==> src/hdl/bfas_ram.sv <==
// generic simple dual-port ram with registered read
`timescale 1ns / 1ps
module bfas_ram #(
	parameter int WIDTH = 8,
	parameter int DEPTH = 16
) (
	input  logic                     clk,
	input  logic                     we,
	input  logic [$clog2(DEPTH)-1:0] waddr,
	input  logic [WIDTH-1:0]         wdata,
	input  logic [$clog2(DEPTH)-1:0] raddr,
	output logic [WIDTH-1:0]         rdata
);
	logic [WIDTH-1:0] mem [DEPTH];

	always_ff @(posedge clk) begin
		if (we) begin
			mem[waddr] <= wdata;
		end
		rdata <= mem[raddr];
	end
endmodule

==> config.mk <==
export PLATFORM = sky130hd
export DESIGN_NAME = bfas_ram
export DESIGN_NICKNAME = d
export VERILOG_FILES = /design/src/hdl/bfas_ram.sv
export SDC_FILE = /design/constraint.sdc
export NUM_CORES = 1
export LEC_CHECK = 0
export ABC_CLOCK_PERIOD_IN_PS = 1750
export BUFFER_PORTS_ARGS = -buffer_cell sky130_fd_sc_hd__buf_2
export CAP_MARGIN = 5
export CORE_MARGIN = 2
export CORE_UTILIZATION = 30
export DETAILED_ROUTE_END_ITERATION = 8
export HOLD_SLACK_MARGIN = 0.02
export PLACE_DENSITY = 0.46
export SETUP_SLACK_MARGIN = 0.2
export SLEW_MARGIN = 20
export SYNTH_ARGS = -nofsm -noshare
export SYNTH_HDL_FRONTEND = slang
export SYNTH_SLANG_ARGS = --single-unit
==> constraint.sdc <==
create_clock -name clk -period 1.75 [get_ports clk]
set_input_delay 0 -clock clk [delete_from_list [all_inputs] [get_ports clk]]
set_output_delay 0 -clock clk [all_outputs]
set_load 0.02 [all_outputs]
==> run_results.csv <==
group,metric,value,unit
pwr,p_switching,1.414,mW
floorplanning,die_w,135.0,µm
timing,setup_viol_count_final,0,
floorplanning,start_util,30.82,%
global_routing,antenna_found_initial,0,
setup_path,r2r_setup_slack,0.34,ns
floorplanning,num_rows,47,
yosys,synth_top_area_cell,"edfxtp_1",
global_routing,overflow,0,
drt,wl,10.48,mm
place,dp_hpwl,6.885,mm
pwr,internal-power,5.911,mW
yosys,yosysTopAreaCellShare,74.67,%
setup_path,reg2reg_from,"mem[5][3]",
timing,maxSlewHeadroom,64.40,%
yosys,synth-simple-area-share,3.184,%
timing,worstMarginPinSlew,0.5320,ns
final_layout,finalInstanceArea,6295,µm²
setup_path,path_class,"register to register",
pwr,totalPowerFinal,7.325,mW
setup_path,start_kind,"register",
drt,vias,2407,
clocking,cts-buffers-inserted,17,
clocking,cts_tree,"done",
setup_path,cp_max_fo,1,
min_path,min-delay-path-class,"input port to register",
drt,drc_errors,0,
global_routing,grt_max_degree,22,
clocking,cts-resized-gates,0,
final_layout,nFillCells,1554,
timing,skew,0.006195,ns
floorplanning,core-area,16700,µm²
pwr,power.density,1164,nW/µm²
final_layout,syn2layout_area_growth,22.29,%
clocking,clock_sinks,136,
min_path,holdPathEnd,"rdata[3]",
final_layout,stdcell_count,526,
flow_run,drv_cap,0,
floorplanning,die_h,135.0,µm
setup_path,r2r_end,"rdata[3]",
global_routing,grt_pass1_vias,2571,
clocking,clk_pin_slew,0.05,ns
timing,fin_ws,0.3440,ns
final_layout,post-route-util,37.69,%
setup_path,endpoint_kind,"register",
yosys,post_synth_xor_area_fraction,0,%
setup_path,arrival,1.70,ns
yosys,seq_area_frac_synth,77.78,%
timing,slew_viol_final,0,
drt,drt_iter0_drc,212,
pwr,power.share.sequential,50.0,%
floorplanning,die-area,18220,µm²
yosys,muxShareOfSynthArea,15.02,%
yosys,synthAdderAreaFrac,0,%
final_layout,drive_gt1_share,29.41,%
place,dp_slack,0.2927,ns
final_layout,nNetsFinal,311,
yosys,syn-cell-area,5147,µm²
drt,first_pass_iters,4,
yosys,syn_avg_cell_area,22.48,µm²
final_layout,n_antenna_cell,0,
yosys,ys_top_cells_by_area,"edfxtp_1 (75%), mux4_2 (7.9%), mux4_1 (7.1%), dfxtp_1 (3.1%), a22oi_1 (2.3%)",
place,io_buffers,25,
timing,fmax,0.7112,GHz
setup_path,cp.required,2.04,ns
floorplanning,ios,26,
timing,setup-tns-final,0,ns
pwr,pwr-share-comb,5.3,%
place,place_congestion,0.6975,
clocking,ctsHtreeMaxLevel,4,
yosys,yosys_warnings,0,
yosys,syn_nets,247,
yosys,synth-seq-cells,136,
min_path,hold_start,"raddr[2]",
yosys,synthCells,229,
yosys,synth_compound_area_share,2.333,%
drt,wl_per_cell,19.91,µm
pwr,switching_share,19.31,%
timing,fin_crit_sh,80.34,%
timing,fin_crit,1.406,ns
setup_path,r2r_cells,3,
yosys,ys_types,19,
global_routing,grt_pass1_wl,15.77,mm
drt,viasPerCell,4.576,
status,status,"complete, no violations",
clocking,clockRootBuffer,"clkbuf_16",
min_path,hold_depth,4,
pwr,p_leak,2.126,nW
pwr,clockPowerShare,44.7,%
place,placed_area,5664,µm²
timing,whs,0.1349,ns
global_routing,grt_usage,12.54,%
place,dp.cells,486,
clocking,clock_path_buffers,2,
timing,rsz0062_at_grt,"no",
yosys,synth_top_family_by_area,"multiplexers",
timing,finalHoldViolations,0,
drt,antenna_left,0,
pwr,vdd_drop_max,661.9,µV
clocking,clk_latency,0.41,ns
[worst max-delay path by stage]
| stage | start | to | slack, ns | depth (start not counted) |
|---|---|---|---|---|
| 2_1_floorplan | waddr[2] | mem[0][0] | 0.26 | 2 |
| 3_3_place_gp | raddr[0] | rdata[3] | 0.29 | 5 |
| 3_5_place_dp | raddr[0] | rdata[3] | 0.29 | 5 |
| 4_1_cts | mem[5][3] | rdata[3] | 0.35 | 3 |
| 5_1_grt | mem[5][3] | rdata[3] | 0.27 | 3 |
| 6_report | mem[5][3] | rdata[3] | 0.34 | 3 |
[timing repair]
action	CTS	global route
buffers inserted	0	0
endpoints found under the hold margin	128	0
hold buffers	8	0
setup endpoints to repair	0	0
[cell families after synthesis]
family	after synthesis
flip-flops	136
buffers and inverters	10
AND/OR/NAND/NOR	35
multiplexers	32
AO/OA/AOI/OAI	16
[metal layers]
metal  share of wire [%]  track usage, %  up-vias  wire [µm]
met5                   0               0        -          0
met4                 1.4           5.903        0        146
met3                 3.6           3.341        8        373
met2                  47           19.12       50       4955
met1                  48           16.80     1246       5000
li1                    -               -     1103          -
[area by class of cell]
cell class / count / area, µm² / area share (%)
Sequential cell: 136 / 4004 / 63.61
Timing Repair Buffer: 55 / 407.9 / 6.480
Clock buffer: 29 / 510.5 / 8.110
Multi-Input combinational cell: 83 / 1057 / 16.80
Clock inverter: 3 / 40.04 / 0.6361
Tap cell: 220 / 275.3 / 4.373
[layout by cell type, fill, tap and decap left out, types with 9 or more instances in the layout]
cell type,instances
a22oi_1,16
buf_2,25
buf_4,19
clkbuf_16,17
edfxtp_1,128
mux4_1,14
mux4_2,18
nand2_1,9
nor2_1,13
[critical path, stage by stage, from the launching register on]
cell	delay (ns)
edfxtp_1	0.35
mux4_1	0.57
a22oi_1	0.29
nand2_1	0.08
[synthesized netlist by cell type]
library cell and number:
edfxtp_1 128, mux4_2 18, a22oi_1 16, mux4_1 14
nor2_1 13, nand2_1 9, dfxtp_1 8, nor3_1 4
buf_2 3, buf_6 3, clkdlybuf4s25_2 3, nand2b_1 2
nand3b_1 2, and2_1 1, and2b_1 1, buf_4 1
nand3_1 1, nor2b_1 1, or3b_2 1
[registers in the layout, summed over array words and instances (netlist names)]
register,count
mem,128
rdata,8
[power groups by stage]
stage	Sequential, mW	Combinational (mW)	Clock (mW)
final	3.67	0.388	3.27
after CTS	3.67	0.399	3.36
after floorplan	3.75	0.185	0
after global placement	3.73	0.378	0
after detailed placement	3.73	0.384	0
after global routing	3.67	0.423	3.49
(Power assumes the default switching activity.)
